File: src/rtl/core/binary_heap_priority_queue_core_macros.svh
// Assertion macros for the binary heap priority queue core.
// Included by the modules that check their own control and datapath.
`ifndef BINARY_HEAP_PRIORITY_QUEUE_CORE_MACROS_SVH
`define BINARY_HEAP_PRIORITY_QUEUE_CORE_MACROS_SVH

`ifndef ASSERT_OFF

// Property must hold at every clock edge outside reset.
`define BHPQ_ASSERT(lbl, clk, rst_n, prop, msg) \
  lbl: assert property (@(posedge clk) disable iff (!rst_n) (prop)) \
    else $error(msg);

// Expression must never be true outside reset.
`define BHPQ_ASSERT_NEVER(lbl, clk, rst_n, expr, msg) \
  `BHPQ_ASSERT(lbl, clk, rst_n, !(expr), msg)

`else

`define BHPQ_ASSERT(lbl, clk, rst_n, prop, msg)
`define BHPQ_ASSERT_NEVER(lbl, clk, rst_n, expr, msg)

`endif

`endif

File: src/rtl/core/bhpq_pkg.sv
// Shared types, codes and the microprogram of the binary heap priority queue.
// No dependencies; used by the sequencer, the datapath and the top level.
package bhpq_pkg;

  localparam int MODE_W     = 2;
  localparam int VALUE_W    = 32;
  localparam int COUNT_W    = 11;
  localparam int STATUS_W   = 2;
  localparam int CAP_W      = 11;
  localparam int CFG_IDX_W  = 1;
  localparam int CFG_DATA_W = 11;
  localparam int UPC_W      = 5;

  localparam logic [CAP_W-1:0] CAP_RESET       = 11'd1024;
  localparam logic             MIN_ORDER_RESET = 1'b1;

  typedef enum logic [MODE_W-1:0] {
    MODE_INSERT = 2'd0,
    MODE_REMOVE = 2'd1,
    MODE_READ   = 2'd2
  } mode_e;

  typedef enum logic [STATUS_W-1:0] {
    STATUS_OK    = 2'd0,
    STATUS_FULL  = 2'd1,
    STATUS_EMPTY = 2'd2
  } status_e;

  typedef enum logic [CFG_IDX_W-1:0] {
    CFG_CAPACITY  = 1'b0,
    CFG_MIN_ORDER = 1'b1
  } cfg_idx_e;

  typedef enum logic [2:0] {
    RD_NONE   = 3'd0,
    RD_ZERO   = 3'd1,
    RD_LAST   = 3'd2,
    RD_LEFT   = 3'd3,
    RD_RIGHT  = 3'd4,
    RD_PARENT = 3'd5
  } rd_sel_e;

  typedef enum logic [1:0] {
    WR_NONE = 2'd0,
    WR_VAL  = 2'd1,
    WR_PICK = 2'd2
  } wr_sel_e;

  typedef enum logic [2:0] {
    POS_HOLD   = 3'd0,
    POS_ZERO   = 3'd1,
    POS_CNT    = 3'd2,
    POS_PICK   = 3'd3,
    POS_PARENT = 3'd4
  } pos_sel_e;

  typedef enum logic [1:0] {
    CNT_HOLD = 2'd0,
    CNT_INC  = 2'd1,
    CNT_DEC  = 2'd2
  } cnt_op_e;

  typedef enum logic [3:0] {
    COND_NEVER      = 4'd0,
    COND_ALWAYS     = 4'd1,
    COND_INSERT     = 4'd2,
    COND_EMPTY      = 4'd3,
    COND_NOT_REMOVE = 4'd4,
    COND_NO_LEFT    = 4'd5,
    COND_NO_RIGHT   = 4'd6,
    COND_DN_STOP    = 4'd7,
    COND_UP_STOP    = 4'd8,
    COND_AT_ROOT    = 4'd9,
    COND_FULL       = 4'd10
  } cond_e;

  typedef logic [UPC_W-1:0] upc_t;

  // Control word: one per microprogram step.
  typedef struct packed {
    logic     wait_in;
    logic     emit;
    status_e  emit_status;
    rd_sel_e  rd_sel;
    wr_sel_e  wr_sel;
    pos_sel_e pos_sel;
    cnt_op_e  cnt_op;
    logic     ld_res;
    logic     ld_val;
    logic     ld_left;
    logic     ld_right_if;
    logic     ld_upv;
    cond_e    cond;
    upc_t     target;
  } ctrl_t;

  // Datapath flags the sequencer branches on.
  typedef struct packed {
    logic insert;
    logic empty;
    logic not_remove;
    logic no_left;
    logic no_right;
    logic dn_stop;
    logic up_stop;
    logic at_root;
    logic full;
    logic out_busy;
  } flags_t;

  localparam upc_t STEP_IDLE      = 5'd0;
  localparam upc_t STEP_DISP      = 5'd1;
  localparam upc_t STEP_TOP       = 5'd2;
  localparam upc_t STEP_KIND      = 5'd3;
  localparam upc_t STEP_REM       = 5'd4;
  localparam upc_t STEP_DN_CHK    = 5'd5;
  localparam upc_t STEP_DN_L      = 5'd6;
  localparam upc_t STEP_DN_R      = 5'd7;
  localparam upc_t STEP_DN_CMP    = 5'd8;
  localparam upc_t STEP_DN_MOVE   = 5'd9;
  localparam upc_t STEP_PLACE     = 5'd10;
  localparam upc_t STEP_INS       = 5'd11;
  localparam upc_t STEP_INS_GO    = 5'd12;
  localparam upc_t STEP_UP_CHK    = 5'd13;
  localparam upc_t STEP_UP_WAIT   = 5'd14;
  localparam upc_t STEP_UP_MOVE   = 5'd15;
  localparam upc_t STEP_OUT_OK    = 5'd16;
  localparam upc_t STEP_OUT_FULL  = 5'd17;
  localparam upc_t STEP_OUT_EMPTY = 5'd18;
  localparam upc_t STEP_LAST      = STEP_OUT_EMPTY;

  // Microprogram ROM.
  function automatic ctrl_t ucode(upc_t pc);
    ctrl_t w;
    w = '{wait_in: 1'b0, emit: 1'b0, emit_status: STATUS_OK, rd_sel: RD_NONE,
          wr_sel: WR_NONE, pos_sel: POS_HOLD, cnt_op: CNT_HOLD, ld_res: 1'b0,
          ld_val: 1'b0, ld_left: 1'b0, ld_right_if: 1'b0, ld_upv: 1'b0,
          cond: COND_NEVER, target: STEP_IDLE};
    case (pc)
      STEP_IDLE: begin
        w.wait_in = 1'b1;
        w.cond    = COND_ALWAYS;
        w.target  = STEP_DISP;
      end
      STEP_DISP: begin
        w.rd_sel = RD_ZERO;
        w.cond   = COND_INSERT;
        w.target = STEP_INS;
      end
      STEP_TOP: begin
        w.ld_res = 1'b1;
        w.cond   = COND_EMPTY;
        w.target = STEP_OUT_EMPTY;
      end
      STEP_KIND: begin
        w.rd_sel = RD_LAST;
        w.cond   = COND_NOT_REMOVE;
        w.target = STEP_OUT_OK;
      end
      STEP_REM: begin
        w.ld_val  = 1'b1;
        w.cnt_op  = CNT_DEC;
        w.pos_sel = POS_ZERO;
      end
      STEP_DN_CHK: begin
        w.rd_sel = RD_LEFT;
        w.cond   = COND_NO_LEFT;
        w.target = STEP_PLACE;
      end
      STEP_DN_L: begin
        w.ld_left = 1'b1;
        w.rd_sel  = RD_RIGHT;
        w.cond    = COND_NO_RIGHT;
        w.target  = STEP_DN_CMP;
      end
      STEP_DN_R: begin
        w.ld_right_if = 1'b1;
      end
      STEP_DN_CMP: begin
        w.cond   = COND_DN_STOP;
        w.target = STEP_PLACE;
      end
      STEP_DN_MOVE: begin
        w.wr_sel  = WR_PICK;
        w.pos_sel = POS_PICK;
        w.cond    = COND_ALWAYS;
        w.target  = STEP_DN_CHK;
      end
      STEP_PLACE: begin
        w.wr_sel = WR_VAL;
        w.cond   = COND_ALWAYS;
        w.target = STEP_OUT_OK;
      end
      STEP_INS: begin
        w.cond   = COND_FULL;
        w.target = STEP_OUT_FULL;
      end
      STEP_INS_GO: begin
        w.pos_sel = POS_CNT;
        w.cnt_op  = CNT_INC;
      end
      STEP_UP_CHK: begin
        w.rd_sel = RD_PARENT;
        w.cond   = COND_AT_ROOT;
        w.target = STEP_PLACE;
      end
      STEP_UP_WAIT: begin
        w.ld_upv = 1'b1;
        w.cond   = COND_UP_STOP;
        w.target = STEP_PLACE;
      end
      STEP_UP_MOVE: begin
        w.wr_sel  = WR_PICK;
        w.pos_sel = POS_PARENT;
        w.cond    = COND_ALWAYS;
        w.target  = STEP_UP_CHK;
      end
      STEP_OUT_OK: begin
        w.emit        = 1'b1;
        w.emit_status = STATUS_OK;
        w.cond        = COND_ALWAYS;
        w.target      = STEP_IDLE;
      end
      STEP_OUT_FULL: begin
        w.emit        = 1'b1;
        w.emit_status = STATUS_FULL;
        w.cond        = COND_ALWAYS;
        w.target      = STEP_IDLE;
      end
      STEP_OUT_EMPTY: begin
        w.emit        = 1'b1;
        w.emit_status = STATUS_EMPTY;
        w.cond        = COND_ALWAYS;
        w.target      = STEP_IDLE;
      end
      default: begin
        w.cond   = COND_ALWAYS;
        w.target = STEP_IDLE;
      end
    endcase
    return w;
  endfunction

endpackage

File: src/rtl/core/bhpq_seq.sv
// Microprogram sequencer: step counter, control ROM lookup and branch logic.
// Depends on bhpq_pkg and the assertion macro header.
`include "binary_heap_priority_queue_core_macros.svh"

module bhpq_seq (
  input  logic             clk_i,
  input  logic             rst_ni,
  input  logic             in_valid_i,
  input  bhpq_pkg::flags_t flags_i,
  output bhpq_pkg::ctrl_t  ctrl_o
);
  import bhpq_pkg::*;

  upc_t  pc_q, pc_d;
  ctrl_t ctrl;
  logic  cond_true;
  logic  hold;

  assign ctrl   = ucode(pc_q);
  assign ctrl_o = ctrl;

  always_comb begin
    case (ctrl.cond)
      COND_NEVER:      cond_true = 1'b0;
      COND_ALWAYS:     cond_true = 1'b1;
      COND_INSERT:     cond_true = flags_i.insert;
      COND_EMPTY:      cond_true = flags_i.empty;
      COND_NOT_REMOVE: cond_true = flags_i.not_remove;
      COND_NO_LEFT:    cond_true = flags_i.no_left;
      COND_NO_RIGHT:   cond_true = flags_i.no_right;
      COND_DN_STOP:    cond_true = flags_i.dn_stop;
      COND_UP_STOP:    cond_true = flags_i.up_stop;
      COND_AT_ROOT:    cond_true = flags_i.at_root;
      COND_FULL:       cond_true = flags_i.full;
      default:         cond_true = 1'b0;
    endcase
  end

  // Hold on an empty input channel or a full output register.
  assign hold = (ctrl.wait_in && !in_valid_i) || (ctrl.emit && flags_i.out_busy);

  always_comb begin
    if (hold) begin
      pc_d = pc_q;
    end else if (cond_true) begin
      pc_d = ctrl.target;
    end else begin
      pc_d = pc_q + upc_t'(1);
    end
  end

  always_ff @(posedge clk_i or negedge rst_ni) begin
    if (!rst_ni) begin
      pc_q <= STEP_IDLE;
    end else begin
      pc_q <= pc_d;
    end
  end

  `BHPQ_ASSERT(a_emit_to_idle, clk_i, rst_ni, (ctrl.emit && !flags_i.out_busy) |=> (pc_q == STEP_IDLE), "sequencer did not return to idle after a result")
  `BHPQ_ASSERT(a_accept_to_disp, clk_i, rst_ni, (ctrl.wait_in && in_valid_i) |=> (pc_q == STEP_DISP), "accepted beat not dispatched")
  `BHPQ_ASSERT(a_pc_in_program, clk_i, rst_ni, pc_q <= STEP_LAST, "step counter left the program")

endmodule

File: config.mk
export PLATFORM = sky130hd
export DESIGN_NAME = bhpq_seq
export DESIGN_NICKNAME = d
export VERILOG_FILES = /design/src/rtl/core/bhpq_pkg.sv /design/src/rtl/core/bhpq_seq.sv
export VERILOG_INCLUDE_DIRS = /design/src /design/src/rtl/core
export SDC_FILE = /design/constraint.sdc
export NUM_CORES = 1
export LEC_CHECK = 0
export BUFFER_PORTS_ARGS = -buffer_cell sky130_fd_sc_hd__buf_2
export CORE_UTILIZATION = 24
export CTS_CLUSTER_SIZE = 25
export DETAILED_ROUTE_END_ITERATION = 8
export PLACE_DENSITY = 0.42
export SETUP_SLACK_MARGIN = 0.5
export SLEW_MARGIN = 30
export SYNTH_ARGS = -nofsm -noshare
export SYNTH_HDL_FRONTEND = slang
export SYNTH_SLANG_ARGS = --single-unit
File: constraint.sdc
create_clock -name clk_i -period 3.6 [get_ports clk_i]
set_clock_uncertainty 0.1 [all_clocks]
set_input_delay 0.54 -clock clk_i [delete_from_list [all_inputs] [get_ports clk_i]]
set_output_delay 0.54 -clock clk_i [all_outputs]
set_load 0.005 [all_outputs]
Word-level counts from Yosys, hierarchy flattened
Cells that the tools add are included.
{"block": "totals", "word_cells": 51, "inputBits": 13, "regBits": 5}
{"block": "op_classes", "reduce_logical": 7, "mux": 14, "eq_ne": 28, "n_addsub": 1}
{"operator": "$pmux W9 S14", "n": 1}
{"operator": "$eq A5 B4 Y1 const B", "n": 8}
{"operator": "$eq A5 B3 Y1 const B", "n": 4}
{"operator": "$eq A4 B3 Y1 const B", "n": 4}
{"operator": "$eq A5 B5 Y1 const B", "n": 3}
{"operator": "$pmux W3 S5", "n": 1}
{"operator": "$eq A4 B4 Y1 const B", "n": 3}
{"operator": "$pmux W3 S4", "n": 1}
{"operator": "$eq A5 B2 Y1 const B", "n": 2}
{"operator": "$pmux W1 S10", "n": 1}
{"operator": "$pmux W3 S3", "n": 1}
{"operator": "$eq A4 B2 Y1 const B", "n": 2}
{"operator": "$pmux W2 S2", "n": 2}
{"operator": "$mux W1", "n": 6}
{"operator": "$add A5 B1 Y5 const B", "n": 1}
{"operator": "$eq A5 B1 Y1 const B", "n": 1}
{"operator": "$logic_not A5 Y1", "n": 1}
{"operator": "$mux W5", "n": 1}
{"operator": "$eq A4 B1 Y1 const B", "n": 1}
{"operator": "$reduce_or A3 Y1", "n": 1}
{"operator": "$logic_and A1 B1 Y1", "n": 2}
{"operator": "$reduce_or A2 Y1", "n": 1}
{"operator": "$logic_not A1 Y1", "n": 1}
{"operator": "$logic_or A1 B1 Y1", "n": 1}

Logic depth before layout (Yosys ltp)
{"block": "depth", "depth_word": 6, "depth_mapped": 11}

Worst setup path after synthesis
OpenSTA, ideal clock, no wires.
{"block": "synth_path", "path_type": "register to register", "startpoint": "register pc_q[0]", "endpoint": "register pc_q[0]", "n_path_buf": 1, "required_time_ps": 3354, "t_arrival_ps": 2506, "period_less_slack_ps": 2753, "slack_ps": 847, "path_stages_with_launch": 10, "path_cell_list": "dfrtp_1 -> ha_1 -> clkbuf_1 -> and3_1 -> ha_1 -> a221o_1 -> a31oi_4 -> mux2_2 -> o311ai_0 -> o311ai_1"}
{"block": "synth_via", "elab_chain_cells": 6, "word_cells_on_any_way": 39}
{"item": "start, declared", "line": "bhpq_seq.sv:14", "source": "upc_t pc_q, pc_d;"}
{"item": "start signal, assigned", "line": "bhpq_seq.sv:56", "source": "pc_q <= pc_d;"}
{"item": "$eq A5 B4 Y1 / $eq A5 B3 Y1 (equally long branches)", "line": "bhpq_pkg.sv:139", "source": "case (pc)"}
{"item": "$reduce_or A3 Y1 (no line)"}
{"item": "$pmux W9 S14", "line": "bhpq_pkg.sv:139"}
{"item": "$eq A4 B4 Y1, or another cell as far along", "line": "bhpq_seq.sv:23", "source": "case (ctrl.cond)"}
{"item": "$pmux W1 S10", "line": "bhpq_seq.sv:23"}
{"item": "$mux W5", "line": "bhpq_seq.sv:45", "source": "end else if (cond_true) begin"}
Parallel ways exist; a longest one is shown, timed or not.
A chain may end at the register's enable or synchronous reset.

==> flow_metrics.tcl <==
set metrics [dict create \
    synth_edf_count 0 \
    drt_iter0_markers 38 \
    top_regs "pc_q x5" \
    seq_area_um2 125 \
    fin_tns_setup_ns 0 \
    combinationalPowerShare_pct 79.8 \
    synth_commonest_cells "nor2_1, nand2_1, inv_1, nor3_1, o21ai_0" \
    gp_congestion 0.780 \
    yosysMostFrequentCell "nor2_1" \
    largest_register "pc_q" \
    drt-pass1-iter-count 4 \
    fin_ws_ns 0.759 \
    worst_slew_pin_slew_ns 0.686 \
    ir_drop_uv 501 \
    status "finished clean" \
    via_count 1119 \
    p_seq_share_pct 12.6 \
    max_freq_mhz 352 \
    drc 0 \
    finalNetCount 191 \
    worst-path-max-fanout 9 \
    grt_max_degree 23 \
    multi_input_area_um2 746 \
    synth_area_leaders "dfrtp_1, nor2_1, ha_1" \
    swShare_pct 52.6 \
    ys.flop_type "dfrtp_1" \
    dieArea_um2 4260 \
    critical_path_class "flop to output port" \
    critPathLaunch "pc_q[0]$_DFFE_PN0N_" \
    fin_util_pct 32.5 \
    postCtsHoldBufs 0 \
    drive_gt1_share_pct 33.1 \
    worst_skew_pair.late_latency_ns 0.23 \
    pwr-share-clk_pct 7.6 \
    slew_headroom_pct 54.2 \
    grt_overflow_total 0 \
    cts-resized-gates 0 \
    leakagePower_nw 0.637 \
    netlist_area_um2 961 \
    rows 22 \
    initial_utilization_pct 25.7 \
    period_needed_ns 2.84 \
    setup_viol 0 \
    yosysTopAreaCell "dfrtp_1" \
    crit_required_ns 2.96 \
    synth-seq-area-share_pct 13.0 \
    hpwl_mm 2.33 \
    synth_cells 138 \
    maxCapViolCount 0 \
    reg2reg_to "pc_q[0]$_DFFE_PN0N_" \
    p_switching_mw 0.731 \
    grt_pass1_vias 948 \
    synth_top_area_share_pct 13.0 \
    internal-power_mw 0.658 \
    power_density_nw_per_um2 1140 \
    avgSynthCellArea_um2 6.96 \
    ff2ff_path_depth 8 \
    crit_path_end_kind "output port" \
    n_antenna_cell 0 \
    wl_per_cell_um 13.4 \
    clockBufferDepth 2 \
    min_period_over_period_pct 78.9 \
    htree_num_levels 1 \
    antenna_found_initial 0 \
    clock_sinks 5 \
    cts_tree "yes" \
    grt_pass1_wl_mm 4.80 \
    fill_cells 434 \
    via_per_inst 5.09 \
    pre_cts_slack_ns 0.599 \
    synth_cell_type_count 47 \
    arrival_ns 2.20 \
    io_pins 41 \
    hold_violations 0 \
    drt-total-wl_mm 2.95 \
    total_power_mw 1.39 \
    slew_viol_final 0 \
    numCtsBuffers 3 \
    largest_reg_flops 5 \
    yosys_warnings 0 \
    numPortBuffers 40 \
    coreArea_um2 3740 \
    ys_seq_elements 5 \
    crit_path_start_kind "flop" \
    rsz0062_at_grt "no" \
    grtUsageTotal_pct 14.5 \
    hp-class "primary input to asynchronous set/reset pin" \
    ys_async_sr_fraction_pct 100 \
    area_delta_synth_final_pct 26.7 \
    clockRootBuffer "clkbuf_8" \
    dieWidth_um 65.3 \
    timing.rr.start "pc_q[0]$_DFFE_PN0N_" \
    ant_nets 0 \
    synth_nets 156 \
    die_h_um 65.3 \
    post_cts_buffers 0 \
    r2r_slack_ns 0.77 \
    clkTransAtPathRegs_ns 0.04 \
]
==> critical path: stages, from the launching register on <==
cell and delay, ns:
dfrtp_1 0.44, ha_2 0.30, and3_1 0.21, ha_1 0.23, a221o_1 0.33, a31oi_4 0.28
inv_1 0.06, buf_2 0.13
==> area by class of cell <==
cell class	count	share of cell area (%)
Multi-Input combinational cell	112	61.3
Timing Repair Buffer	40	16.4
Sequential cell	5	10.3
Tap cell	48	4.93
Clock buffer	4	3.70
Inverter	11	3.39
==> how the worst max path moves through the flow <==
stage	to	slack [ns]	cells past startpoint
global route	pc_q[0]$_DFFE_PN0N_	0.54	7
finish	ctrl_o[5]	0.76	7
CTS	pc_q[0]$_DFFE_PN0N_	0.58	8
global placement	pc_q[0]$_DFFE_PN0N_	0.53	8
detailed placement	pc_q[0]$_DFFE_PN0N_	0.60	8
floorplan	pc_q[0]$_DFFE_PN0N_	0.85	9
==> power by group through the flow <==
stage               combinational, mW  clock (mW)  sequential [mW]
global route                     1.25       0.113            0.187
finish                           1.11       0.106            0.176
global placement                 1.09           0            0.177
CTS                              1.09       0.107            0.174
floorplan                       0.861           0            0.116
detailed placement               1.09           0            0.176
==> per-stage QoR <==
step                hold slack, ns  cells  instance area (um^2)
global placement             0.263    216                  1160
floorplan                    0.144    138                   961
CTS                         0.0213    220                  1200
detailed placement           0.259    216                  1160
global route                0.0241    220                  1220
finish                      0.0197    220                  1220
==> placed cells by master, fill, tap and decap left out, types with 4 or more instances in the layout <==
master   instances
nand2_1         15
ha_2             4
mux2i_1          4
nor2_1          20
nor3_1           7
a21oi_1          5
dfrtp_1          5
buf_2           40
inv_1           10
o21ai_0          6
==> routing by layer <==
metal	up-vias	wire length, um	GRT usage (%)
met2	26	1510	24.4
met5	-	0	0
met1	531	1270	19.6
li1	559	-	-
met4	0	10	2.45
met3	3	147	2.08
==> kinds of logic (layout without fill, tap and decap cells) <==
kind of cell	Yosys count	count (layout)	synth area share, %
XOR/XNOR	2	2	1.82
AO/OA/AOI/OAI	32	32	26.2
adder cells (fa/ha/maj)	6	6	7.55
multiplexers	7	7	7.55
buffers and inverters	21	55	10.8
flip-flops	5	5	13.0
AND/OR/NAND/NOR	65	65	33.1
Power figures use the tool's default switching activity.
