`src/rtl/core/binary_heap_priority_queue_core_macros.svh`:
```
// Assertion macros for the binary heap priority queue core.
// Included by the modules that check their own control and datapath.
`ifndef BINARY_HEAP_PRIORITY_QUEUE_CORE_MACROS_SVH
`define BINARY_HEAP_PRIORITY_QUEUE_CORE_MACROS_SVH

`ifndef ASSERT_OFF

// Property must hold at every clock edge outside reset.
`define BHPQ_ASSERT(lbl, clk, rst_n, prop, msg) \
  lbl: assert property (@(posedge clk) disable iff (!rst_n) (prop)) \
    else $error(msg);

// Expression must never be true outside reset.
`define BHPQ_ASSERT_NEVER(lbl, clk, rst_n, expr, msg) \
  `BHPQ_ASSERT(lbl, clk, rst_n, !(expr), msg)

`else

`define BHPQ_ASSERT(lbl, clk, rst_n, prop, msg)
`define BHPQ_ASSERT_NEVER(lbl, clk, rst_n, expr, msg)

`endif

`endif

```
`src/rtl/core/bhpq_pkg.sv`:
```
// Shared types, codes and the microprogram of the binary heap priority queue.
// No dependencies; used by the sequencer, the datapath and the top level.
package bhpq_pkg;

  localparam int MODE_W     = 2;
  localparam int VALUE_W    = 32;
  localparam int COUNT_W    = 11;
  localparam int STATUS_W   = 2;
  localparam int CAP_W      = 11;
  localparam int CFG_IDX_W  = 1;
  localparam int CFG_DATA_W = 11;
  localparam int UPC_W      = 5;

  localparam logic [CAP_W-1:0] CAP_RESET       = 11'd1024;
  localparam logic             MIN_ORDER_RESET = 1'b1;

  typedef enum logic [MODE_W-1:0] {
    MODE_INSERT = 2'd0,
    MODE_REMOVE = 2'd1,
    MODE_READ   = 2'd2
  } mode_e;

  typedef enum logic [STATUS_W-1:0] {
    STATUS_OK    = 2'd0,
    STATUS_FULL  = 2'd1,
    STATUS_EMPTY = 2'd2
  } status_e;

  typedef enum logic [CFG_IDX_W-1:0] {
    CFG_CAPACITY  = 1'b0,
    CFG_MIN_ORDER = 1'b1
  } cfg_idx_e;

  typedef enum logic [2:0] {
    RD_NONE   = 3'd0,
    RD_ZERO   = 3'd1,
    RD_LAST   = 3'd2,
    RD_LEFT   = 3'd3,
    RD_RIGHT  = 3'd4,
    RD_PARENT = 3'd5
  } rd_sel_e;

  typedef enum logic [1:0] {
    WR_NONE = 2'd0,
    WR_VAL  = 2'd1,
    WR_PICK = 2'd2
  } wr_sel_e;

  typedef enum logic [2:0] {
    POS_HOLD   = 3'd0,
    POS_ZERO   = 3'd1,
    POS_CNT    = 3'd2,
    POS_PICK   = 3'd3,
    POS_PARENT = 3'd4
  } pos_sel_e;

  typedef enum logic [1:0] {
    CNT_HOLD = 2'd0,
    CNT_INC  = 2'd1,
    CNT_DEC  = 2'd2
  } cnt_op_e;

  typedef enum logic [3:0] {
    COND_NEVER      = 4'd0,
    COND_ALWAYS     = 4'd1,
    COND_INSERT     = 4'd2,
    COND_EMPTY      = 4'd3,
    COND_NOT_REMOVE = 4'd4,
    COND_NO_LEFT    = 4'd5,
    COND_NO_RIGHT   = 4'd6,
    COND_DN_STOP    = 4'd7,
    COND_UP_STOP    = 4'd8,
    COND_AT_ROOT    = 4'd9,
    COND_FULL       = 4'd10
  } cond_e;

  typedef logic [UPC_W-1:0] upc_t;

  // Control word: one per microprogram step.
  typedef struct packed {
    logic     wait_in;
    logic     emit;
    status_e  emit_status;
    rd_sel_e  rd_sel;
    wr_sel_e  wr_sel;
    pos_sel_e pos_sel;
    cnt_op_e  cnt_op;
    logic     ld_res;
    logic     ld_val;
    logic     ld_left;
    logic     ld_right_if;
    logic     ld_upv;
    cond_e    cond;
    upc_t     target;
  } ctrl_t;

  // Datapath flags the sequencer branches on.
  typedef struct packed {
    logic insert;
    logic empty;
    logic not_remove;
    logic no_left;
    logic no_right;
    logic dn_stop;
    logic up_stop;
    logic at_root;
    logic full;
    logic out_busy;
  } flags_t;

  localparam upc_t STEP_IDLE      = 5'd0;
  localparam upc_t STEP_DISP      = 5'd1;
  localparam upc_t STEP_TOP       = 5'd2;
  localparam upc_t STEP_KIND      = 5'd3;
  localparam upc_t STEP_REM       = 5'd4;
  localparam upc_t STEP_DN_CHK    = 5'd5;
  localparam upc_t STEP_DN_L      = 5'd6;
  localparam upc_t STEP_DN_R      = 5'd7;
  localparam upc_t STEP_DN_CMP    = 5'd8;
  localparam upc_t STEP_DN_MOVE   = 5'd9;
  localparam upc_t STEP_PLACE     = 5'd10;
  localparam upc_t STEP_INS       = 5'd11;
  localparam upc_t STEP_INS_GO    = 5'd12;
  localparam upc_t STEP_UP_CHK    = 5'd13;
  localparam upc_t STEP_UP_WAIT   = 5'd14;
  localparam upc_t STEP_UP_MOVE   = 5'd15;
  localparam upc_t STEP_OUT_OK    = 5'd16;
  localparam upc_t STEP_OUT_FULL  = 5'd17;
  localparam upc_t STEP_OUT_EMPTY = 5'd18;
  localparam upc_t STEP_LAST      = STEP_OUT_EMPTY;

  // Microprogram ROM.
  function automatic ctrl_t ucode(upc_t pc);
    ctrl_t w;
    w = '{wait_in: 1'b0, emit: 1'b0, emit_status: STATUS_OK, rd_sel: RD_NONE,
          wr_sel: WR_NONE, pos_sel: POS_HOLD, cnt_op: CNT_HOLD, ld_res: 1'b0,
          ld_val: 1'b0, ld_left: 1'b0, ld_right_if: 1'b0, ld_upv: 1'b0,
          cond: COND_NEVER, target: STEP_IDLE};
    case (pc)
      STEP_IDLE: begin
        w.wait_in = 1'b1;
        w.cond    = COND_ALWAYS;
        w.target  = STEP_DISP;
      end
      STEP_DISP: begin
        w.rd_sel = RD_ZERO;
        w.cond   = COND_INSERT;
        w.target = STEP_INS;
      end
      STEP_TOP: begin
        w.ld_res = 1'b1;
        w.cond   = COND_EMPTY;
        w.target = STEP_OUT_EMPTY;
      end
      STEP_KIND: begin
        w.rd_sel = RD_LAST;
        w.cond   = COND_NOT_REMOVE;
        w.target = STEP_OUT_OK;
      end
      STEP_REM: begin
        w.ld_val  = 1'b1;
        w.cnt_op  = CNT_DEC;
        w.pos_sel = POS_ZERO;
      end
      STEP_DN_CHK: begin
        w.rd_sel = RD_LEFT;
        w.cond   = COND_NO_LEFT;
        w.target = STEP_PLACE;
      end
      STEP_DN_L: begin
        w.ld_left = 1'b1;
        w.rd_sel  = RD_RIGHT;
        w.cond    = COND_NO_RIGHT;
        w.target  = STEP_DN_CMP;
      end
      STEP_DN_R: begin
        w.ld_right_if = 1'b1;
      end
      STEP_DN_CMP: begin
        w.cond   = COND_DN_STOP;
        w.target = STEP_PLACE;
      end
      STEP_DN_MOVE: begin
        w.wr_sel  = WR_PICK;
        w.pos_sel = POS_PICK;
        w.cond    = COND_ALWAYS;
        w.target  = STEP_DN_CHK;
      end
      STEP_PLACE: begin
        w.wr_sel = WR_VAL;
        w.cond   = COND_ALWAYS;
        w.target = STEP_OUT_OK;
      end
      STEP_INS: begin
        w.cond   = COND_FULL;
        w.target = STEP_OUT_FULL;
      end
      STEP_INS_GO: begin
        w.pos_sel = POS_CNT;
        w.cnt_op  = CNT_INC;
      end
      STEP_UP_CHK: begin
        w.rd_sel = RD_PARENT;
        w.cond   = COND_AT_ROOT;
        w.target = STEP_PLACE;
      end
      STEP_UP_WAIT: begin
        w.ld_upv = 1'b1;
        w.cond   = COND_UP_STOP;
        w.target = STEP_PLACE;
      end
      STEP_UP_MOVE: begin
        w.wr_sel  = WR_PICK;
        w.pos_sel = POS_PARENT;
        w.cond    = COND_ALWAYS;
        w.target  = STEP_UP_CHK;
      end
      STEP_OUT_OK: begin
        w.emit        = 1'b1;
        w.emit_status = STATUS_OK;
        w.cond        = COND_ALWAYS;
        w.target      = STEP_IDLE;
      end
      STEP_OUT_FULL: begin
        w.emit        = 1'b1;
        w.emit_status = STATUS_FULL;
        w.cond        = COND_ALWAYS;
        w.target      = STEP_IDLE;
      end
      STEP_OUT_EMPTY: begin
        w.emit        = 1'b1;
        w.emit_status = STATUS_EMPTY;
        w.cond        = COND_ALWAYS;
        w.target      = STEP_IDLE;
      end
      default: begin
        w.cond   = COND_ALWAYS;
        w.target = STEP_IDLE;
      end
    endcase
    return w;
  endfunction

endpackage

```
`src/rtl/core/bhpq_dp.sv`:
```
// Heap datapath: request, count and sift registers, RAM address and write
// selection, ordering compare, configuration and the result register.
// Depends on bhpq_pkg and the assertion macro header.
`include "binary_heap_priority_queue_core_macros.svh"

module bhpq_dp #(
  parameter int HEAP_DEPTH = 1024
) (
  input  logic                                clk_i,
  input  logic                                rst_ni,
  input  bhpq_pkg::ctrl_t                     ctrl_i,
  output bhpq_pkg::flags_t                    flags_o,
  input  logic                                cfg_we_i,
  input  logic [bhpq_pkg::CFG_IDX_W-1:0]      cfg_index_i,
  input  logic [bhpq_pkg::CFG_DATA_W-1:0]     cfg_data_i,
  input  logic                                in_valid_i,
  input  logic [bhpq_pkg::MODE_W-1:0]         mode_i,
  input  logic signed [bhpq_pkg::VALUE_W-1:0] value_i,
  input  logic                                out_ready_i,
  output logic                                out_valid_o,
  output logic signed [bhpq_pkg::VALUE_W-1:0] result_value_o,
  output logic [bhpq_pkg::COUNT_W-1:0]        element_count_o,
  output logic [bhpq_pkg::STATUS_W-1:0]       status_o,
  output logic                                mem_we_o,
  output logic [$clog2(HEAP_DEPTH)-1:0]       mem_waddr_o,
  output logic [bhpq_pkg::VALUE_W-1:0]        mem_wdata_o,
  output logic                                mem_re_o,
  output logic [$clog2(HEAP_DEPTH)-1:0]       mem_raddr_o,
  input  logic [bhpq_pkg::VALUE_W-1:0]        mem_rdata_i
);
  import bhpq_pkg::*;

  localparam int AW = $clog2(HEAP_DEPTH);
  localparam int CW = $clog2(HEAP_DEPTH + 1);
  localparam int LW = AW + 2;
  localparam int MW = (CW > CAP_W) ? CW : CAP_W;

  function automatic logic out_of_order(logic signed [VALUE_W-1:0] a,
                                        logic signed [VALUE_W-1:0] b,
                                        logic                      min_ord);
    return min_ord ? (a > b) : (a < b);
  endfunction

  logic [CAP_W-1:0]          cap_q;
  logic                      min_q;
  logic [MODE_W-1:0]         mode_q;
  logic signed [VALUE_W-1:0] val_q, val_d;
  logic signed [VALUE_W-1:0] res_q, res_d;
  logic signed [VALUE_W-1:0] pickv_q, pickv_d;
  logic [AW-1:0]             pick_q, pick_d;
  logic [AW-1:0]             pos_q, pos_d;
  logic [CW-1:0]             cnt_q, cnt_d;

  logic                      out_valid_q;
  logic signed [VALUE_W-1:0] out_val_q;
  logic [COUNT_W-1:0]        out_cnt_q;
  logic [STATUS_W-1:0]       out_status_q;

  logic                      accept;
  logic                      emit_fire;
  logic                      full_w;
  logic signed [VALUE_W-1:0] rdata_s;
  logic [LW-1:0]             left_w, right_w;
  logic [AW-1:0]             parent_w;
  logic [AW-1:0]             last_w;

  assign accept    = ctrl_i.wait_in && in_valid_i;
  assign rdata_s   = $signed(mem_rdata_i);
  assign left_w    = LW'({pos_q, 1'b1});
  assign right_w   = left_w + LW'(1);
  assign parent_w  = (pos_q - AW'(1)) >> 1;
  assign last_w    = AW'(cnt_q - CW'(1));
  assign full_w    = (MW'(cnt_q) >= MW'(cap_q)) || (cnt_q == CW'(HEAP_DEPTH));

  assign flags_o.insert     = (mode_q == MODE_INSERT);
  assign flags_o.empty      = (cnt_q == '0);
  assign flags_o.not_remove = (mode_q != MODE_REMOVE);
  assign flags_o.no_left    = (left_w >= LW'(cnt_q));
  assign flags_o.no_right   = (right_w >= LW'(cnt_q));
  assign flags_o.dn_stop    = !out_of_order(val_q, pickv_q, min_q);
  assign flags_o.up_stop    = !out_of_order(rdata_s, val_q, min_q);
  assign flags_o.at_root    = (pos_q == '0);
  assign flags_o.full       = full_w;
  assign flags_o.out_busy   = out_valid_q && !out_ready_i;

  assign emit_fire = ctrl_i.emit && !flags_o.out_busy;

  // RAM port selection.
  always_comb begin
    case (ctrl_i.rd_sel)
      RD_ZERO:   mem_raddr_o = '0;
      RD_LAST:   mem_raddr_o = last_w;
      RD_LEFT:   mem_raddr_o = left_w[AW-1:0];
      RD_RIGHT:  mem_raddr_o = right_w[AW-1:0];
      RD_PARENT: mem_raddr_o = parent_w;
      default:   mem_raddr_o = '0;
    endcase
  end
  assign mem_re_o    = (ctrl_i.rd_sel != RD_NONE);
  assign mem_we_o    = (ctrl_i.wr_sel != WR_NONE);
  assign mem_waddr_o = pos_q;
  assign mem_wdata_o = (ctrl_i.wr_sel == WR_PICK) ? pickv_q : val_q;

  always_comb begin
    val_d   = val_q;
    res_d   = res_q;
    pickv_d = pickv_q;
    pick_d  = pick_q;
    if (accept) begin
      val_d = value_i;
      res_d = '0;
    end
    if (ctrl_i.ld_val) begin
      val_d = rdata_s;
    end
    if (ctrl_i.ld_res) begin
      res_d = rdata_s;
    end
    if (ctrl_i.ld_left) begin
      pickv_d = rdata_s;
      pick_d  = left_w[AW-1:0];
    end
    if (ctrl_i.ld_right_if && out_of_order(pickv_q, rdata_s, min_q)) begin
      pickv_d = rdata_s;
      pick_d  = right_w[AW-1:0];
    end
    if (ctrl_i.ld_upv) begin
      pickv_d = rdata_s;
    end
  end

  always_comb begin
    case (ctrl_i.pos_sel)
      POS_HOLD:   pos_d = pos_q;
      POS_ZERO:   pos_d = '0;
      POS_CNT:    pos_d = cnt_q[AW-1:0];
      POS_PICK:   pos_d = pick_q;
      POS_PARENT: pos_d = parent_w;
      default:    pos_d = pos_q;
    endcase
  end

  always_comb begin
    case (ctrl_i.cnt_op)
      CNT_HOLD: cnt_d = cnt_q;
      CNT_INC:  cnt_d = cnt_q + CW'(1);
      CNT_DEC:  cnt_d = cnt_q - CW'(1);
      default:  cnt_d = cnt_q;
    endcase
  end

  // Payload registers.
  always_ff @(posedge clk_i) begin
    val_q   <= val_d;
    res_q   <= res_d;
    pickv_q <= pickv_d;
    pick_q  <= pick_d;
    pos_q   <= pos_d;
    if (accept) begin
      mode_q <= mode_i;
    end
    if (emit_fire) begin
      out_val_q    <= (ctrl_i.emit_status == STATUS_OK) ? res_q : '0;
      out_cnt_q    <= COUNT_W'(cnt_q);
      out_status_q <= ctrl_i.emit_status;
    end
  end

  always_ff @(posedge clk_i or negedge rst_ni) begin
    if (!rst_ni) begin
      cnt_q       <= '0;
      cap_q       <= CAP_RESET;
      min_q       <= MIN_ORDER_RESET;
      out_valid_q <= 1'b0;
    end else begin
      cnt_q <= cnt_d;
      if (emit_fire) begin
        out_valid_q <= 1'b1;
      end else if (out_ready_i) begin
        out_valid_q <= 1'b0;
      end
      if (cfg_we_i) begin
        case (cfg_index_i)
          CFG_CAPACITY:  cap_q <= cfg_data_i[CAP_W-1:0];
          CFG_MIN_ORDER: min_q <= cfg_data_i[0];
          default: ;
        endcase
      end
    end
  end

  assign out_valid_o     = out_valid_q;
  assign result_value_o  = out_val_q;
  assign element_count_o = out_cnt_q;
  assign status_o        = out_status_q;

  `BHPQ_ASSERT(a_cnt_bound, clk_i, rst_ni, cnt_q <= CW'(HEAP_DEPTH), "element count above heap depth")
  `BHPQ_ASSERT(a_inc_not_full, clk_i, rst_ni, (ctrl_i.cnt_op == CNT_INC) |-> !full_w, "insert into a full heap")
  `BHPQ_ASSERT_NEVER(a_dec_empty, clk_i, rst_ni, (ctrl_i.cnt_op == CNT_DEC) && (cnt_q == '0), "remove from an empty heap")
  `BHPQ_ASSERT_NEVER(a_port_clash, clk_i, rst_ni, mem_we_o && mem_re_o, "heap RAM read and write in one step")

endmodule

```
`config.mk`:
```
export PLATFORM = sky130hd
export DESIGN_NAME = bhpq_dp
export DESIGN_NICKNAME = d
export VERILOG_FILES = /design/src/rtl/core/bhpq_pkg.sv /design/src/rtl/core/bhpq_dp.sv
export VERILOG_INCLUDE_DIRS = /design/src /design/src/rtl/core
export SDC_FILE = /design/constraint.sdc
export NUM_CORES = 1
export LEC_CHECK = 0
export BUFFER_PORTS_ARGS = -buffer_cell sky130_fd_sc_hd__buf_4
export CAP_MARGIN = 20
export CORE_ASPECT_RATIO = 0.6
export CORE_MARGIN = 2
export CORE_UTILIZATION = 45
export DETAILED_ROUTE_END_ITERATION = 10
export GPL_ROUTABILITY_DRIVEN = 0
export GPL_TIMING_DRIVEN = 0
export PLACE_DENSITY = 0.67
export SLEW_MARGIN = 30
export SYNTH_ARGS = -nofsm -noshare
export SYNTH_HDL_FRONTEND = slang
export SYNTH_SLANG_ARGS = --single-unit
```
`constraint.sdc`:
```
create_clock -name clk_i -period 6.8 [get_ports clk_i]
set_input_delay 1.36 -clock clk_i [delete_from_list [all_inputs] [get_ports clk_i]]
set_output_delay 1.36 -clock clk_i [all_outputs]
set_load 0.01 [all_outputs]
```
# After elaboration in Yosys (flattened, before gate mapping)
# Index checks and enable logic that the tools add are counted.
dict set report word_totals {
  register_bits 187
  output_inout_bits 110
  elab_cells 82
  inputBits 111
}
dict set report classes {
  n_mux 18
  n_reduce_logical 24
  n_lt_le_gt_ge 9
  add_sub_neg 4
  n_eq_ne 13
  bitwise_logic 1
}
# cell count
set ops {}
lappend ops {{$mux 32} 8}
lappend ops {{$gt 32x32->1} 3}
lappend ops {{$lt 32x32->1} 3}
lappend ops {{$pmux 10 s4} 2}
lappend ops {{$ge 11x11->1} 2}
lappend ops {{$pmux 11 s2} 1}
lappend ops {{$mux 10} 2}
lappend ops {{$add 11x1->12 const B} 1}
lappend ops {{$eq 3x2->1 const B} 4}
lappend ops {{$ge 12x11->1} 1}
lappend ops {{$reduce_bool 2->1} 6}
lappend ops {{$add 11x1->11 const B} 1}
lappend ops {{$eq 11x11->1 const B} 1}
lappend ops {{$logic_not 11->1} 1}
lappend ops {{$sub 11x1->11 const B} 1}
lappend ops {{$logic_not 10->1} 1}
lappend ops {{$sub 10x1->10 const B} 1}
lappend ops {{$eq 3x3->1 const B} 3}
lappend ops {{$reduce_bool 3->1} 2}
lappend ops {{$mux 1} 5}
lappend ops {{$eq 2x2->1 const B} 2}
lappend ops {{$logic_and 1x1->1} 4}
lappend ops {{$logic_not 1->1} 4}
lappend ops {{$logic_not 2->1} 2}
lappend ops {{7 further kinds} 8}

# Longest topological paths before layout
# Gate-level depths: netlist (run 1).
dict set report logic_depth {
  word_depth 5
  ltp_mapped 12
  depth_no_buf 10
}

# Worst setup path after synthesis (run 1)
# OpenSTA, ideal clock, no wires.
dict set report synth_timing {
  path_kind {input-to-output}
  startpoint {input mem_rdata_i[9] in the netlist's numbering}
  endpoint {output flags_o[3] in the netlist's numbering}
  path_stages 9
  slack_ns 2.354
  required_time_ns 5.440
  n_path_buf 0
  arrival_ns 3.086
  cell_sequence {ha_1 -> a21o_1 -> a21o_1 -> a211oi_1 -> o22a_1 -> a31oi_1 -> nor4b_1 -> a2bb2oi_1 -> mux2_2}
}
# item line_no
set synth_lines {}
lappend synth_lines {{start: declaration} bhpq_dp.sv:29} ;# input logic [bhpq_pkg::VALUE_W-1:0] mem_rdata_i
lappend synth_lines {{end: declaration} bhpq_dp.sv:12} ;# output bhpq_pkg::flags_t flags_o,

==> impl_metrics.py, run 1 <==
metrics = {
    "status": {
        "status": "complete, no violations",
    },
    "pwr": {
        "peakVddDrop_mv": 0.179,
        "p_leak_nw": 6.36,
        "power.density_nw_per_um2": 265,
    },
    "cells_and_area": {
        "fillers": 2241,
        "syn2layout_area_growth_pct": 22.5,
        "final_cell_mix": "buf_4, edfxtp_1, ha_1, inv_1, o21ai_0",
        "diodes": 0,
        "nets": 1557,
        "final_util_pct": 56.1,
        "drive_gt1_share_pct": 22.9,
        "layout_commonest_cell": "buf_4",
    },
    "yosys": {
        "synth-edff-count": 163,
        "synthesis.nets": 1328,
        "ys_ff_latch": 187,
        "ys_seq_area_share_pct": 47.6,
        "syn_area_um2": 11500,
        "synthFlopType": "edfxtp_1",
        "async_reset_ff_share_pct": 12.8,
        "postSynthAreaPerCell_um2": 10.7,
        "ys_warn_count": 0,
        "synthDistinctLibCells": 64,
        "syn_inst": 1083,
    },
    "cts": {
        "cts_buffer_depth": 2,
        "clockRootBuffer": "clkbuf_16",
        "postCtsSetupRepairBufs": 0,
        "cts-buffers-inserted": 17,
        "clkSlewWorstSetupHoldPaths_ns": 0.06,
        "tritoncts": "done",
        "cts_sinks": 187,
        "htreeDepth": 4,
        "ctsHoldBuffers": 0,
        "post_cts_resized": 0,
        "clkLatencyLatePin_ns": 0.46,
    },
    "sta": {
        "timing.fmax_mhz": 196,
        "slew_viol_final": 0,
        "final-setup-viol-count": 0,
        "maxSlewHeadroom_pct": 42.4,
        "rsz0062_at_grt": "false",
        "post-route-period-util_pct": 75.0,
        "finalHoldWorstSlack_ns": 0.491,
        "hold_violations": 0,
        "final.setup.tns_ns": 0,
        "finClkSkew_ns": 0.0128,
        "worst_pin_slew_ns": 0.865,
        "min_period_ns": 5.10,
    },
    "global_routing": {
        "grt_usage_pct": 24.3,
        "grt_pass1_vias": 8261,
        "antenna_found_initial": 2,
        "grt_max_degree": 46,
        "gr-total-overflow": 0,
        "grt_pass1_wl_um": 48000,
    },
    "routing": {
        "routed_wl_um": 32400,
        "antenna_left": 0,
        "vias_per_cell": 5.43,
        "drc": 0,
        "avgRoutedWirePerCell_um": 19.6,
        "drt_iter0_drc": 948,
        "first_pass_iters": 5,
        "dr_total_vias": 8975,
    },
    "setup_path": {
        "crit_type": "input port to output port",
        "end_kind": "output port",
        "worst_ep_arrival_time_ns": 3.74,
        "critical-path-slowest-cell": "a211oi_1",
        "rrSetupSlack_ns": 3.25,
        "worstPathMaxFanout": 5,
        "worstPathRequired_ns": 5.44,
        "max_stage_delay_ns": 0.35,
        "crit_chain": "buf_4 -> ha_1 -> a21o_1 -> a21o_1 -> a211oi_1 -> o22a_1 -> a31oi_1 -> nor4b_1 -> a2bb2oi_1 -> mux2_2 -> buf_4",
        "startpoint_type": "input port",
    },
    "placement": {
        "hpwlAfterDp_um": 25800,
        "port_buffers": 210,
    },
    "die": {
        "start_util_pct": 45.8,
        "io_pins": 221,
        "row_count": 45,
        "core-area_um2": 25200,
        "die_x_um": 211,
        "dieArea_um2": 27000,
        "die_h_um": 128,
    },
    "hold_path": {
        "min_path_type": "register to register",
    },
    "run": {
        "drv_cap": 0,
    },
}
==> cells in the mapped netlist, drive strengths merged, types with 10 or more instances <==
master	instances	area share [%]
edfxtp	163	42
ha	134	15
inv	133	4.3
o21ai	81	3.5
nand2	73	2.5
and2	69	3.7
a21oi	39	1.7
nor2	39	1.3
mux2	36	3.5
clkbuf	35	1.1
xnor2	34	2.8
dfrtp	22	4.8
a21o	21	1.4
nand3	21	0.91
nor3	18	0.78
nand4	16	0.87
nor2b	13	0.70
mux2i	12	1.1
o22ai	12	0.65
nand2b	11	0.60
o21a	11	0.72
and3	10	0.54
==> area by class of cell <==
class                           instances  area, um2  share of cell area [%]
Clock inverter                         13        159                    1.12
Sequential cell                       187       5500                    38.9
Timing Repair Buffer                  210       1580                    11.1
Multi-Input combinational cell        721       5390                    38.1
Inverter                              133        499                    3.53
Clock buffer                           19        443                    3.13
Tap cell                              329        412                    2.91
Buffer                                 42        174                    1.23
==> per-stage QoR <==
stage          setup WS, ns  total power, mW  std cells  cell area (um2)
6_report               1.70             3.75       1654            14100
5_1_grt                1.52             3.94       1654            14100
4_1_cts                1.75             3.75       1654            14100
3_5_place_dp           1.74             2.72       1622            13500
3_3_place_gp           1.78             2.69       1622            13500
2_1_floorplan          2.35             2.25       1083            11500
==> power by group <==
| group | internal [mW] | leakage [nW] | switching, mW |
|---|---|---|---|
| Clock | 0.561 | 0.292 | 0.464 |
| Combinational | 0.508 | 4.16 | 0.655 |
| Sequential | 1.42 | 1.90 | 0.135 |
==> worst max-delay path: cells and delay by family <==
| kind | cells | cell delay [ns] |
|---|---|---|
| multiplexers | 1 | 0.28 |
| adder cells (fa/ha/maj) | 1 | 0.32 |
| AND/OR/NAND/NOR | 1 | 0.31 |
| AO/OA/AOI/OAI | 6 | 1.19 |
| buffers and inverters | 2 | 0.29 |
==> registers in the layout (all words and copies together) (netlist names) <==
| name | flops |
|---|---|
| mem_waddr_o | 10 |
| out_valid_o | 1 |
| pick_q | 10 |
| res_q | 32 |
| pickv_q | 32 |
| status_o | 2 |
| cap_q | 11 |
| min_q | 1 |
| mode_q | 2 |
| result_value_o | 32 |
| cnt_q | 11 |
| element_count_o | 11 |
| val_q | 32 |
==> path summary, 6_finish.rpt <==
check	startpoint	endpoint	depth (start not counted)
worst max-delay path	mem_rdata_i[9]	flags_o[3]	11
worst min-delay path	cnt_q[0]	element_count_o[0]	0
worst max register to register	pickv_q[5]	pickv_q[29]	8
worst min register to register	cnt_q[0]	element_count_o[0]	0
max in group asynchronous	rst_ni	min_q	1
min in group asynchronous	rst_ni	cap_q[3]	1
==> cells by family after synthesis <==
logic type,after synthesis,share of synthesized area (%)
adder cells (fa/ha/maj),134,14.5
XOR/XNOR,41,3.30
flip-flops,187,47.6
multiplexers,48,4.58
AND/OR/NAND/NOR,293,13.3
AO/OA/AOI/OAI,205,10.8
buffers and inverters,175,5.83
==> per-layer routing <==
metal | global-route usage [%] | part of all wire, %
met5 | 0 | 0
met4 | 8.24 | 2.2
met3 | 6.71 | 11
met2 | 30.0 | 36
met1 | 39.1 | 50
No activity file was read; power rests on OpenSTA's default activity.
==> run 2: changes to the inputs <==
--- a/config.mk
+++ b/config.mk
@@ -6,6 +6,7 @@
 export SDC_FILE = /design/constraint.sdc
 export NUM_CORES = 1
 export LEC_CHECK = 0
+export ABC_AREA = 1
 export BUFFER_PORTS_ARGS = -buffer_cell sky130_fd_sc_hd__buf_4
 export CAP_MARGIN = 20
 export CORE_ASPECT_RATIO = 0.6
==> constraint.sdc (replaced) <==
create_clock -name clk_i -period 4.8 [get_ports clk_i]
set_input_delay 0.96 -clock clk_i [delete_from_list [all_inputs] [get_ports clk_i]]
set_output_delay 0.96 -clock clk_i [all_outputs]
set_load 0.01 [all_outputs]
==> impl_metrics.py, run 2 <==
metrics = {
    "sta": {
        "maxSlewHeadroom_pct": 31.1,
        "final-setup-viol-count": 0,
        "finClkSkew_ns": 0.0101,
        "final.setup.tns_ns": 0,
        "hold_violations": 0,
        "min_period_ns": 4.30,
        "slew_viol_final": 0,
        "worst_pin_slew_ns": 1.02,
        "timing.fmax_mhz": 233,
        "rsz0062_at_grt": "false",
        "post-route-period-util_pct": 89.5,
    },
    "pwr": {
        "p_leak_nw": 7.19,
        "power.density_nw_per_um2": 361,
        "fin_total_pwr_mw": 5.20,
        "peakVddDrop_mv": 0.229,
    },
    "yosys": {
        "postSynthAreaPerCell_um2": 8.91,
        "synth_top_area_share_pct": 41.8,
        "ys_warn_count": 0,
        "synthesis.nets": 1558,
        "synth_area_leaders": "edfxtp_1, ha_1, nand2_1",
        "ys_seq_area_share_pct": 47.0,
        "ys_top_cells_by_count": "nand2_1, inv_1, edfxtp_1",
        "synthDistinctLibCells": 44,
        "synth_top_cell_by_area": "edfxtp_1",
        "async_reset_ff_share_pct": 12.8,
        "syn_area_um2": 11700,
        "synth-edff-count": 163,
        "syn_inst": 1313,
        "ys_ff_latch": 187,
        "synthFlopType": "edfxtp_1",
        "yosysMostFrequentCell": "nand2_1",
    },
    "placement": {
        "port_buffers": 209,
        "hpwlAfterDp_um": 26400,
        "place_area_um2": 13800,
    },
    "die": {
        "dieArea_um2": 27400,
        "die_h_um": 129,
        "core-area_um2": 25400,
        "io_pins": 221,
        "die_x_um": 212,
        "row_count": 45,
        "start_util_pct": 46.1,
    },
    "routing": {
        "drc": 0,
        "first_pass_iters": 6,
        "vias_per_cell": 5.11,
        "avgRoutedWirePerCell_um": 17.2,
        "dr_total_vias": 9769,
        "antenna_left": 0,
        "drt_iter0_drc": 1074,
        "routed_wl_um": 32800,
    },
    "status": {
        "status": "complete, no violations",
    },
    "global_routing": {
        "antenna_found_initial": 0,
        "grt_pass1_vias": 8875,
        "gr-total-overflow": 0,
        "grt_max_degree": 33,
        "grt_usage_pct": 24.4,
        "grt_pass1_wl_um": 49700,
    },
    "setup_path": {
        "startpoint_type": "register",
        "worst_ep_arrival_time_ns": 3.34,
        "cp.buffers_inverters": 1,
        "worstPathRequired_ns": 3.84,
        "end_kind": "output port",
        "regToRegStartpoint": "pickv_q[31]",
        "critical-path-slowest-cell": "edfxtp_1",
        "cp-startpoint": "mem_waddr_o[1]",
        "crit_type": "register to output port",
        "max_stage_delay_ns": 0.62,
        "crit_chain": "ha_1 -> nand3_1 -> nor3_1 -> nor2_1 -> ha_1 -> nand2_1 -> nor2_1 -> a211oi_1 -> o21ai_0 -> nand3_1 -> nand2_1 -> a21oi_1 -> o21ai_0 -> buf_4",
        "worstPathMaxFanout": 8,
        "critPathTopFamily": "simple AND/OR/NAND/NOR gates",
    },
    "cells_and_area": {
        "diodes": 0,
        "layout_commonest_cell": "nand2_1",
        "fin_area_um2": 14400,
        "drive_gt1_share_pct": 18.1,
        "syn2layout_area_growth_pct": 23.0,
        "final_cell_mix": "nand2_1, inv_1, buf_4, edfxtp_1, ha_1",
        "nets": 1790,
    },
    "cts": {
        "htreeDepth": 4,
        "tritoncts": "done",
        "clockRootBuffer": "clkbuf_16",
        "cts_buffer_depth": 2,
        "clkLatencyLatePin_ns": 0.45,
        "post_cts_resized": 0,
        "clkSlewWorstSetupHoldPaths_ns": 0.07,
        "ctsHoldBuffers": 0,
        "postCtsSetupRepairBufs": 0,
        "cts-buffers-inserted": 17,
        "cts_sinks": 187,
    },
    "run": {
        "drv_cap": 0,
    },
    "hold_path": {
        "min_path_type": "input port to async pin",
    },
}
## run 2: cell count changes after synthesis, sizes merged, moves of 31 or more
| cell | delta |
|---|---|
| nand2 | +211 |
| inv | +121 |
| and2 | -69 |
| nor2 | +50 |
| a21oi | +44 |
| mux2 | -36 |
| xnor2 | -31 |
## run 2: cell families (layout without fill, tap and decap cells)
family                   count (synthesis)  after routing  share of synthesized area (%)
AND/OR/NAND/NOR                        447            447                           16.4
XOR/XNOR                                23             23                           1.72
adder cells (fa/ha/maj)                134            134                           14.3
AO/OA/AOI/OAI                          232            232                           11.0
flip-flops                             187            187                           47.0
buffers and inverters                  290            535                           9.55
## run 2: where the power goes
part           internal, mW  leakage [nW]  switching [mW]  total [mW]
Sequential             2.01          1.90           0.200        2.21
Clock                 0.702         0.281           0.678        1.38
Combinational         0.638          5.01           0.967        1.60
## run 2: layer usage
metal	share of wire (%)	vias to the layer above	routed length, um	GRT usage, %
met3	10	25	3290	5.81
met5	0	-	0	0
met4	1.1	0	354	5.72
li1	-	4827	-	-
met1	52	4479	17100	41.0
met2	37	438	12100	30.0
## run 2: final timing paths
path / end / slack [ns] / depth (start not counted)
min in group clk_i: element_count_o[2] / 0.49 / 0
max: flags_o[5] / 0.50 / 14
min reg2reg: element_count_o[2] / 0.49 / 0
max reg2reg: pickv_q[6] / 1.73 / 13
max in group asynchronous: min_q / 4.10 / 1
min: out_valid_o / 0.40 / 1
## run 2: final cells by class
class	instances	area, um2
plain buffers	36	164
fillers	2275	11000
well taps	352	440
multi-input cells	836	5110
flip-flops and latches	187	5500
repair buffers	213	1660
inverters	254	953
clock buffers	19	443
clock inverters	13	129
## run 2: worst register-to-register path: stages, from the launching register on
cell and delay, ns:
edfxtp_1 0.38, ha_1 0.41, nand2_2 0.09, nor2_2 0.23
nand2_2 0.12, nor4_4 0.21, nand2_2 0.11, nand2_2 0.07
nand2_2 0.08, nand3_4 0.15, nand3_4 0.12, buf_12 0.16
nand2_2 0.40, buf_16 0.23
## run 2: per-stage QoR
| stage | cells | utilization, % | hold WS (ns) | worst slack, ns |
|---|---|---|---|---|
| floorplan | 1313 | - | 0.445 | 1.29 |
| global placement | 1874 | 54.0 | 0.475 | 0.314 |
| detailed placement | 1878 | 54.4 | 0.483 | 0.985 |
| CTS | 1910 | 56.6 | 0.395 | 0.551 |
| global route | 1910 | 56.7 | 0.411 | 0.346 |
| finish | 1910 | 56.7 | 0.405 | 0.504 |
